File: src/hw/rtl/assert_macros.svh
// Assertion helpers for the RTL, included by matrix_multiply_3x3_unit.
`ifndef ASSERT_MACROS_SVH
`define ASSERT_MACROS_SVH

`ifndef SYNTHESIS

// The property must hold at every clock edge outside of reset.
`define ASSERT_AT(name, clk, rst_n, prop, msg) \
	name: assert property (@(posedge clk) disable iff (!rst_n) (prop)) else $error(msg);

// When the condition holds, the consequence must hold in the next cycle.
`define ASSERT_NEXT(name, clk, rst_n, cond, cons, msg) \
	name: assert property (@(posedge clk) disable iff (!rst_n) (cond) |=> (cons)) \
		else $error(msg);

`else

`define ASSERT_AT(name, clk, rst_n, prop, msg)
`define ASSERT_NEXT(name, clk, rst_n, cond, cons, msg)

`endif

`endif

File: src/hw/rtl/mm3_pkg.sv
`default_nettype none

package mm3_pkg;

	// Width of one matrix element and of one product element.
	localparam int WORD_W = 32;

	// Default matrix dimension.
	localparam int DIM_DEF = 3;

	// Control that travels with each operand pair through the MAC pipeline.
	typedef struct packed {
		logic valid;
		logic first;
		logic last;
	} mac_ctl_t;

endpackage

`default_nettype wire

File: src/hw/rtl/matrix_multiply_3x3_unit.sv
`default_nettype none

// Streaming DIM x DIM integer matrix multiplier. Elements arrive one per transfer on the
// slave side, first DIM*DIM elements of A and then DIM*DIM elements of B, both row-major.
// After the last element of B the block computes C = A * B with a single shared 32 x 32
// multiply-accumulate unit, one product per cycle, and then drains the pipeline.
// The DIM*DIM elements of C then leave row-major on the master side at up to one per cycle,
// the last one marked with tlast; products and sums wrap modulo 2^32. The slave side is
// not ready during compute, drain and output, but loading of the next run starts as soon
// as the last element of C has been read from the product store, even while it still
// waits in the read stage or the output register.
module matrix_multiply_3x3_unit #(
	parameter int DIM = mm3_pkg::DIM_DEF
) (
	input  wire logic                         clk,
	input  wire logic                         arst_n,
	// Slave side.
	input  wire logic                         s_tvalid,
	output logic                              s_tready,
	input  wire logic [mm3_pkg::WORD_W-1:0]   s_tdata,   // [31:0] elem_value
	// Master side.
	output logic                              m_tvalid,
	input  wire logic                         m_tready,
	output logic [mm3_pkg::WORD_W-1:0]        m_tdata,   // [31:0] product_value
	output logic                              m_tlast    // last_flag
);
	import mm3_pkg::*;

	`include "assert_macros.svh"

	localparam int CELLS = DIM * DIM;
	localparam int AW    = $clog2(CELLS);
	localparam int IW    = $clog2(DIM);
	localparam int CW    = $clog2(2 * CELLS);

	typedef enum logic [1:0] {
		ST_LOAD,
		ST_CALC,
		ST_DRAIN,
		ST_OUT
	} state_t;

	state_t              state_q;
	logic [CW-1:0]       load_count_q;

	// Compute sequencer.
	logic [IW-1:0]       k_q;
	logic [IW-1:0]       col_q;
	logic [IW-1:0]       row_q;
	logic [AW-1:0]       a_addr_q;
	logic [AW-1:0]       a_base_q;
	logic [AW-1:0]       b_addr_q;
	logic [AW-1:0]       c_addr_q;
	logic [AW-1:0]       c_addr_s1;
	logic [AW-1:0]       c_addr_s2;
	mac_ctl_t            ctl_s1;
	logic [WORD_W-1:0]   a_rd_s1;
	logic [WORD_W-1:0]   b_rd_s1;

	// Output path.
	logic [AW-1:0]       out_addr_q;
	logic [WORD_W-1:0]   crd_q;
	logic                crd_valid_q;
	logic                crd_last_q;
	logic                m_tvalid_q;
	logic [WORD_W-1:0]   m_tdata_q;
	logic                m_tlast_q;

	// Storage for A, B and the product.
	logic [WORD_W-1:0]   mem_a_q [CELLS];
	logic [WORD_W-1:0]   mem_b_q [CELLS];
	logic [WORD_W-1:0]   mem_c_q [CELLS];

	logic                in_xfer;
	logic                load_a;
	logic                load_b;
	logic                load_end;
	logic [AW-1:0]       ld_addr;
	logic                issue;
	logic                k_last;
	logic                col_last;
	logic                row_last;
	logic                mac_busy;
	logic                res_valid;
	logic [WORD_W-1:0]   res_value;
	logic                load_out;
	logic                rd_ok;
	logic                out_addr_last;

	// Load side decode.
	assign s_tready = (state_q == ST_LOAD);
	assign in_xfer  = s_tvalid & s_tready;
	assign load_a   = in_xfer & (load_count_q < CW'(CELLS));
	assign load_b   = in_xfer & (load_count_q >= CW'(CELLS));
	assign load_end = in_xfer & (load_count_q >= CW'(2 * CELLS - 1));
	assign ld_addr  = (load_count_q < CW'(CELLS)) ? load_count_q[AW-1:0]
		: AW'(load_count_q - CW'(CELLS));

	// Compute sequencer decode.
	assign issue    = (state_q == ST_CALC);
	assign k_last   = (k_q == IW'(DIM - 1));
	assign col_last = (col_q == IW'(DIM - 1));
	assign row_last = (row_q == IW'(DIM - 1));

	// Output decode: a read of the product store refills the one-entry read stage.
	assign load_out      = crd_valid_q & (~m_tvalid_q | m_tready);
	assign rd_ok         = (state_q == ST_OUT) & (~crd_valid_q | load_out);
	assign out_addr_last = (out_addr_q == AW'(CELLS - 1));

	assign m_tvalid = m_tvalid_q;
	assign m_tdata  = m_tdata_q;
	assign m_tlast  = m_tlast_q;

	mm3_mac u_mac (
		.clk       (clk),
		.arst_n    (arst_n),
		.ctl_s1    (ctl_s1),
		.a_s1      (a_rd_s1),
		.b_s1      (b_rd_s1),
		.busy      (mac_busy),
		.res_valid (res_valid),
		.res_value (res_value)
	);

	// Operand stores, written while loading and read every cycle at the sequencer's addresses.
	always_ff @(posedge clk) begin
		if (load_a) begin
			mem_a_q[ld_addr] <= s_tdata;
		end
		if (load_b) begin
			mem_b_q[ld_addr] <= s_tdata;
		end
		a_rd_s1 <= mem_a_q[a_addr_q];
		b_rd_s1 <= mem_b_q[b_addr_q];
	end

	// Product store, written by the MAC and read by the output path.
	always_ff @(posedge clk) begin
		if (res_valid) begin
			mem_c_q[c_addr_s2] <= res_value;
		end
		if (rd_ok) begin
			crd_q <= mem_c_q[out_addr_q];
		end
	end

	// Sequencer, counters and output register.
	always_ff @(posedge clk or negedge arst_n) begin
		if (!arst_n) begin
			state_q      <= ST_LOAD;
			load_count_q <= '0;
			k_q          <= '0;
			col_q        <= '0;
			row_q        <= '0;
			a_addr_q     <= '0;
			a_base_q     <= '0;
			b_addr_q     <= '0;
			c_addr_q     <= '0;
			c_addr_s1    <= '0;
			c_addr_s2    <= '0;
			ctl_s1       <= '0;
			out_addr_q   <= '0;
			crd_valid_q  <= 1'b0;
			crd_last_q   <= 1'b0;
			m_tvalid_q   <= 1'b0;
			m_tdata_q    <= '0;
			m_tlast_q    <= 1'b0;
		end else begin
			// Control for the read stage follows each issued operand pair.
			ctl_s1.valid <= issue;
			ctl_s1.first <= (k_q == '0);
			ctl_s1.last  <= k_last;
			c_addr_s1    <= c_addr_q;
			c_addr_s2    <= c_addr_s1;

			unique case (state_q)
				ST_LOAD: begin
					if (load_end) begin
						load_count_q <= '0;
						k_q          <= '0;
						col_q        <= '0;
						row_q        <= '0;
						a_addr_q     <= '0;
						a_base_q     <= '0;
						b_addr_q     <= '0;
						c_addr_q     <= '0;
						state_q      <= ST_CALC;
					end else if (in_xfer) begin
						load_count_q <= load_count_q + CW'(1);
					end
				end
				ST_CALC: begin
					// Walk k within a dot product, then columns, then rows.
					if (!k_last) begin
						k_q      <= k_q + IW'(1);
						a_addr_q <= a_addr_q + AW'(1);
						b_addr_q <= b_addr_q + AW'(DIM);
					end else begin
						k_q      <= '0;
						c_addr_q <= c_addr_q + AW'(1);
						if (!col_last) begin
							col_q    <= col_q + IW'(1);
							a_addr_q <= a_base_q;
							b_addr_q <= AW'(col_q) + AW'(1);
						end else begin
							col_q    <= '0;
							row_q    <= row_q + IW'(1);
							a_base_q <= a_base_q + AW'(DIM);
							a_addr_q <= a_base_q + AW'(DIM);
							b_addr_q <= '0;
							if (row_last) begin
								state_q <= ST_DRAIN;
							end
						end
					end
				end
				ST_DRAIN: begin
					if (!ctl_s1.valid && !mac_busy) begin
						out_addr_q <= '0;
						state_q    <= ST_OUT;
					end
				end
				ST_OUT: begin
					if (rd_ok) begin
						out_addr_q <= out_addr_q + AW'(1);
						if (out_addr_last) begin
							state_q <= ST_LOAD;
						end
					end
				end
				default: begin
					state_q <= ST_LOAD;
				end
			endcase

			// One-entry read stage between the product store and the output register.
			if (rd_ok) begin
				crd_valid_q <= 1'b1;
				crd_last_q  <= out_addr_last;
			end else if (load_out) begin
				crd_valid_q <= 1'b0;
			end

			// Output register: filled from the read stage, emptied by a transfer.
			if (load_out) begin
				m_tvalid_q <= 1'b1;
				m_tdata_q  <= crd_q;
				m_tlast_q  <= crd_last_q;
			end else if (m_tready) begin
				m_tvalid_q <= 1'b0;
			end
		end
	end

	// The MAC pipeline is empty whenever elements are being loaded.
	`ASSERT_AT(a_load_mac_idle, clk, arst_n, !s_tready || (!ctl_s1.valid && !mac_busy), "MAC active while loading")
	// The final element of B starts the compute phase.
	`ASSERT_NEXT(a_last_load_calc, clk, arst_n, load_end, state_q == ST_CALC, "Compute did not start after last load")
	// Products are written back only during compute and drain.
	`ASSERT_AT(a_write_in_calc, clk, arst_n, !res_valid || state_q == ST_CALC || state_q == ST_DRAIN, "Product written outside compute")
	// A product read never happens while the pipeline still runs.
	`ASSERT_AT(a_read_after_drain, clk, arst_n, !rd_ok || (!ctl_s1.valid && !mac_busy), "Product read before drain")

endmodule

`default_nettype wire

File: src/hw/rtl/mm3_mac.sv
`default_nettype none

module mm3_mac (
	input  wire logic                         clk,
	input  wire logic                         arst_n,
	input  wire mm3_pkg::mac_ctl_t            ctl_s1,
	input  wire logic [mm3_pkg::WORD_W-1:0]   a_s1,
	input  wire logic [mm3_pkg::WORD_W-1:0]   b_s1,
	output logic                              busy,
	output logic                              res_valid,
	output logic [mm3_pkg::WORD_W-1:0]        res_value
);
	import mm3_pkg::*;

	mac_ctl_t            ctl_s2;
	logic [WORD_W-1:0]   prod_s2;
	logic [WORD_W-1:0]   acc_q;
	logic [WORD_W-1:0]   prod_w;
	logic [WORD_W-1:0]   sum_w;

	// Only the low word of the product is kept, so signed and unsigned agree.
	assign prod_w = a_s1 * b_s1;

	// The first term of a dot product starts a fresh sum.
	assign sum_w = ctl_s2.first ? prod_s2 : acc_q + prod_s2;

	assign busy      = ctl_s2.valid;
	assign res_valid = ctl_s2.valid & ctl_s2.last;
	assign res_value = sum_w;

	// Control stage of the multiplier.
	always_ff @(posedge clk or negedge arst_n) begin
		if (!arst_n) begin
			ctl_s2 <= '0;
		end else begin
			ctl_s2 <= ctl_s1;
		end
	end

	// Product register and running sum.
	always_ff @(posedge clk) begin
		prod_s2 <= prod_w;
		if (ctl_s2.valid) begin
			acc_q <= sum_w;
		end
	end

endmodule

`default_nettype wire

File: config.mk
export PLATFORM = sky130hd
export DESIGN_NAME = matrix_multiply_3x3_unit
export DESIGN_NICKNAME = d
export VERILOG_FILES = /design/src/hw/rtl/mm3_pkg.sv /design/src/hw/rtl/matrix_multiply_3x3_unit.sv /design/src/hw/rtl/mm3_mac.sv
export VERILOG_INCLUDE_DIRS = /design/src /design/src/hw/rtl
export SDC_FILE = /design/constraint.sdc
export NUM_CORES = 2
export LEC_CHECK = 0
export BUFFER_PORTS_ARGS = -buffer_cell sky130_fd_sc_hd__buf_2
export CORE_MARGIN = 5
export CORE_UTILIZATION = 64
export CTS_CLUSTER_DIAMETER = 150
export DETAILED_ROUTE_END_ITERATION = 8
export GPL_ROUTABILITY_DRIVEN = 0
export GPL_TIMING_DRIVEN = 0
export PLACE_DENSITY = 0.88
export SKIP_CTS_REPAIR_TIMING = 1
export SLEW_MARGIN = 40
export SYNTH_ARGS = -nofsm -noshare
export SYNTH_HDL_FRONTEND = slang
export SYNTH_SLANG_ARGS = --single-unit
File: constraint.sdc
create_clock -name clk -period 8.9 [get_ports clk]
set_input_delay 0.89 -clock clk [delete_from_list [all_inputs] [get_ports clk]]
set_output_delay 0.89 -clock clk [all_outputs]
set_load 0.005 [all_outputs]
==> impl_metrics.json <==
{
  "cp_max_fo": 10,
  "synth_cells": 4014,
  "dp_hpwl_mm": 107,
  "antenna_found_initial": 9,
  "final_cell_mix": "edfxtp_1 (928), nand2_1 (439), inv_1 (428), fa_1 (409), and2_1 (291)",
  "rsz0062_at_grt": "false",
  "ys.flop_type": "edfxtp_1",
  "grt_pass1_wl_mm": 246,
  "nets": 4889,
  "cts_root_buffer": "clkbuf_16",
  "cp.arrival_ps": 9360,
  "rr_endpoint": "u_mac.prod_s2[31]$_DFF_P_",
  "grt_pass1_vias": 39300,
  "drt-wirelength-per-cell_um": 29.7,
  "finalHoldViolCount": 0,
  "hold_ws_ps": 99.1,
  "ant_nets": 0,
  "max-slew-margin-rel": 0.385,
  "drc": 4,
  "violations": "DRC",
  "track_usage": 0.341,
  "r2r_slack_ps": 180,
  "core.rowCount": 110,
  "synthArstFlopShare": 0.0750,
  "cap_violations": 0,
  "first_pass_iters": 9,
  "ys_seq_area_frac": 0.551,
  "synth_top_area_frac": 0.482,
  "dp_slack_ps": 296,
  "final_max_slew_viol_count": 0,
  "totalWireLength_mm": 165,
  "synth_area_leader_cell": "edfxtp_1",
  "drive_above_1_share": 0.145,
  "die_area_sq_um": 96400,
  "min_period_over_period": 0.980,
  "fmax_ghz": 0.115,
  "nFillCells": 5005,
  "cts_made_buffers": 102,
  "grt_max_degree": 47,
  "cts_tree": "built",
  "initial_core_util": 0.643,
  "top_level_ports": 71,
  "required_ps": 9530,
  "mostFrequentLayoutCell": "edfxtp_1",
  "min_period_ps": 8720,
  "synth_area_leaders": "edfxtp_1 (48%), fa_1 (14%), mux4_2 (7.5%)",
  "core_area_sq_um": 89900,
  "worst_slack_ps": 176,
  "vias_per_cell": 6.69,
  "end_kind": "register",
  "path_class": "reg -> reg",
  "r2r_cells": 23,
  "synth_edf_count": 928,
  "ys_ff_latch": 1107,
  "synthesis.nets": 4627,
  "cp-start-kind": "register",
  "setup_violations": 0,
  "ys_types": 75,
  "hp-class": "in -> async",
  "numPortBuffers": 70,
  "path_clk_slew_ps": 70,
  "numClockSinks": 1107,
  "ys_warn_count": 0,
  "tightest_slew_ps": 921,
  "setup_tns_ps": 0,
  "vias": 37100,
  "drt_iter0_markers": 5829,
  "grt-ovfl-total": 0,
  "avgSynthCellArea_sq_um": 14.4,
  "clockBufferDepth": 3,
  "cts-htree-levels": 3,
  "fp.dieW_um": 311,
  "die_h_um": 311,
  "area_growth_pct": 11.5,
  "insertion_delay_ps": 720,
  "finClkSkew_ps": 52.8,
  "status": "finished, violations left",
  "syn_area_sq_um": 57800,
  "r2r-start": "b_rd_s1[6]$_DFF_P_"
}
[cells in the mapped netlist, drive strengths merged, types with 5 or more instances]
cell type,count
a211oi,9
and3,8
ha,168
xnor2,80
nor3,20
or3,7
clkbuf,150
mux2i,103
edfxtp,928
nor2b,7
nand2,439
xor2,34
o21a,7
and2,291
mux4,192
mux2,37
a21oi,67
or2,5
nor2,80
o21ai,179
fa,409
nand2b,21
o31ai,9
buf,37
dfrtp,83
nand3,19
a31oi,6
o21bai,6
nor3b,5
dfxtp,96
a21o,23
inv,431
[how the worst max path moves through the flow]
| stage | start | end | slack [ps] |
|---|---|---|---|
| floorplan | b_rd_s1[3]$_DFF_P_ | u_mac.prod_s2[31]$_DFF_P_ | 1840 |
| global placement | a_rd_s1[13]$_DFF_P_ | u_mac.prod_s2[31]$_DFF_P_ | 440 |
| detailed placement | a_rd_s1[13]$_DFF_P_ | u_mac.prod_s2[31]$_DFF_P_ | 300 |
| CTS | a_rd_s1[13]$_DFF_P_ | u_mac.prod_s2[31]$_DFF_P_ | 180 |
| global route | b_rd_s1[6]$_DFF_P_ | u_mac.prod_s2[31]$_DFF_P_ | 40 |
| finish | b_rd_s1[6]$_DFF_P_ | u_mac.prod_s2[31]$_DFF_P_ | 180 |
[cell families (layout without fill, tap and decap cells)]
| kind of cell | Yosys count | in the layout | share of synthesized area |
|---|---|---|---|
| compound gates | 349 | 349 | 0.0365 |
| xor+xnor | 114 | 114 | 0.0173 |
| fa+ha+maj | 577 | 577 | 0.178 |
| buf+inv | 619 | 970 | 0.0404 |
| flops | 1107 | 1107 | 0.551 |
| mux | 332 | 332 | 0.0999 |
| other cells | 0 | 5 | 0 |
| simple gates | 916 | 916 | 0.0767 |
[sequential cells by signal, indices dropped and copies added, names as in the netlist, 5 cells and up]
| name | cells |
|---|---|
| m_tdata | 32 |
| crd_q | 32 |
| u_mac.acc_q | 32 |
| mem_c_q | 288 |
| b_rd_s1 | 32 |
| a_rd_s1 | 32 |
| mem_a_q | 288 |
| mem_b_q | 288 |
| load_count_q | 5 |
| u_mac.prod_s2 | 32 |
[layer usage]
layer | vias to the layer above | routed length (um) | GRT usage
li1 | 14500 | - | -
met2 | 3294 | 80100 | 0.559
met5 | - | 78 | 0
met1 | 18400 | 52000 | 0.415
met3 | 877 | 19900 | 0.0860
met4 | 12 | 12700 | 0.204
[stage by stage]
stage	util	cell area (sq um)	cells
final	0.717	64400	5546
after global routing	0.717	64400	5543
after CTS	0.716	64400	5541
after detailed placement	0.678	61000	5348
after global placement	0.663	59600	5260
after floorplan	-	57800	4014
[critical path, cell delays in order, from the launching register on]
cell and delay [ps]:
dfxtp_1 890, clkbuf_1 710, nand2_1 210, fa_1 540, fa_1 530, inv_1 60
fa_1 490, inv_1 50, fa_1 470, inv_1 50, fa_1 480, fa_1 570
fa_1 430, fa_1 520, ha_1 390, and3_4 200, a221oi_4 330, o31ai_1 210
or3_4 380, o21ai_2 160, a31oi_1 220, a211o_1 360, a31oi_2 240, xnor2_1 140
[area by class of cell]
type / count / area, sq um / share of cell area
Sequential cell: 1107 / 31900 / 0.495
Timing Repair Buffer: 158 / 1440 / 0.0224
Clock buffer: 143 / 2860 / 0.0444
Clock inverter: 50 / 564 / 0.00876
Antenna cell: 5 / 12.5 / 0.000194
Buffer: 187 / 743 / 0.0115
Multi-Input combinational cell: 2288 / 23900 / 0.370
Inverter: 432 / 1620 / 0.0252
Tap cell: 1176 / 1470 / 0.0228
Power is not shown: default switching activity piles up to over one toggle a cycle in this logic, so the estimate is an artifact.
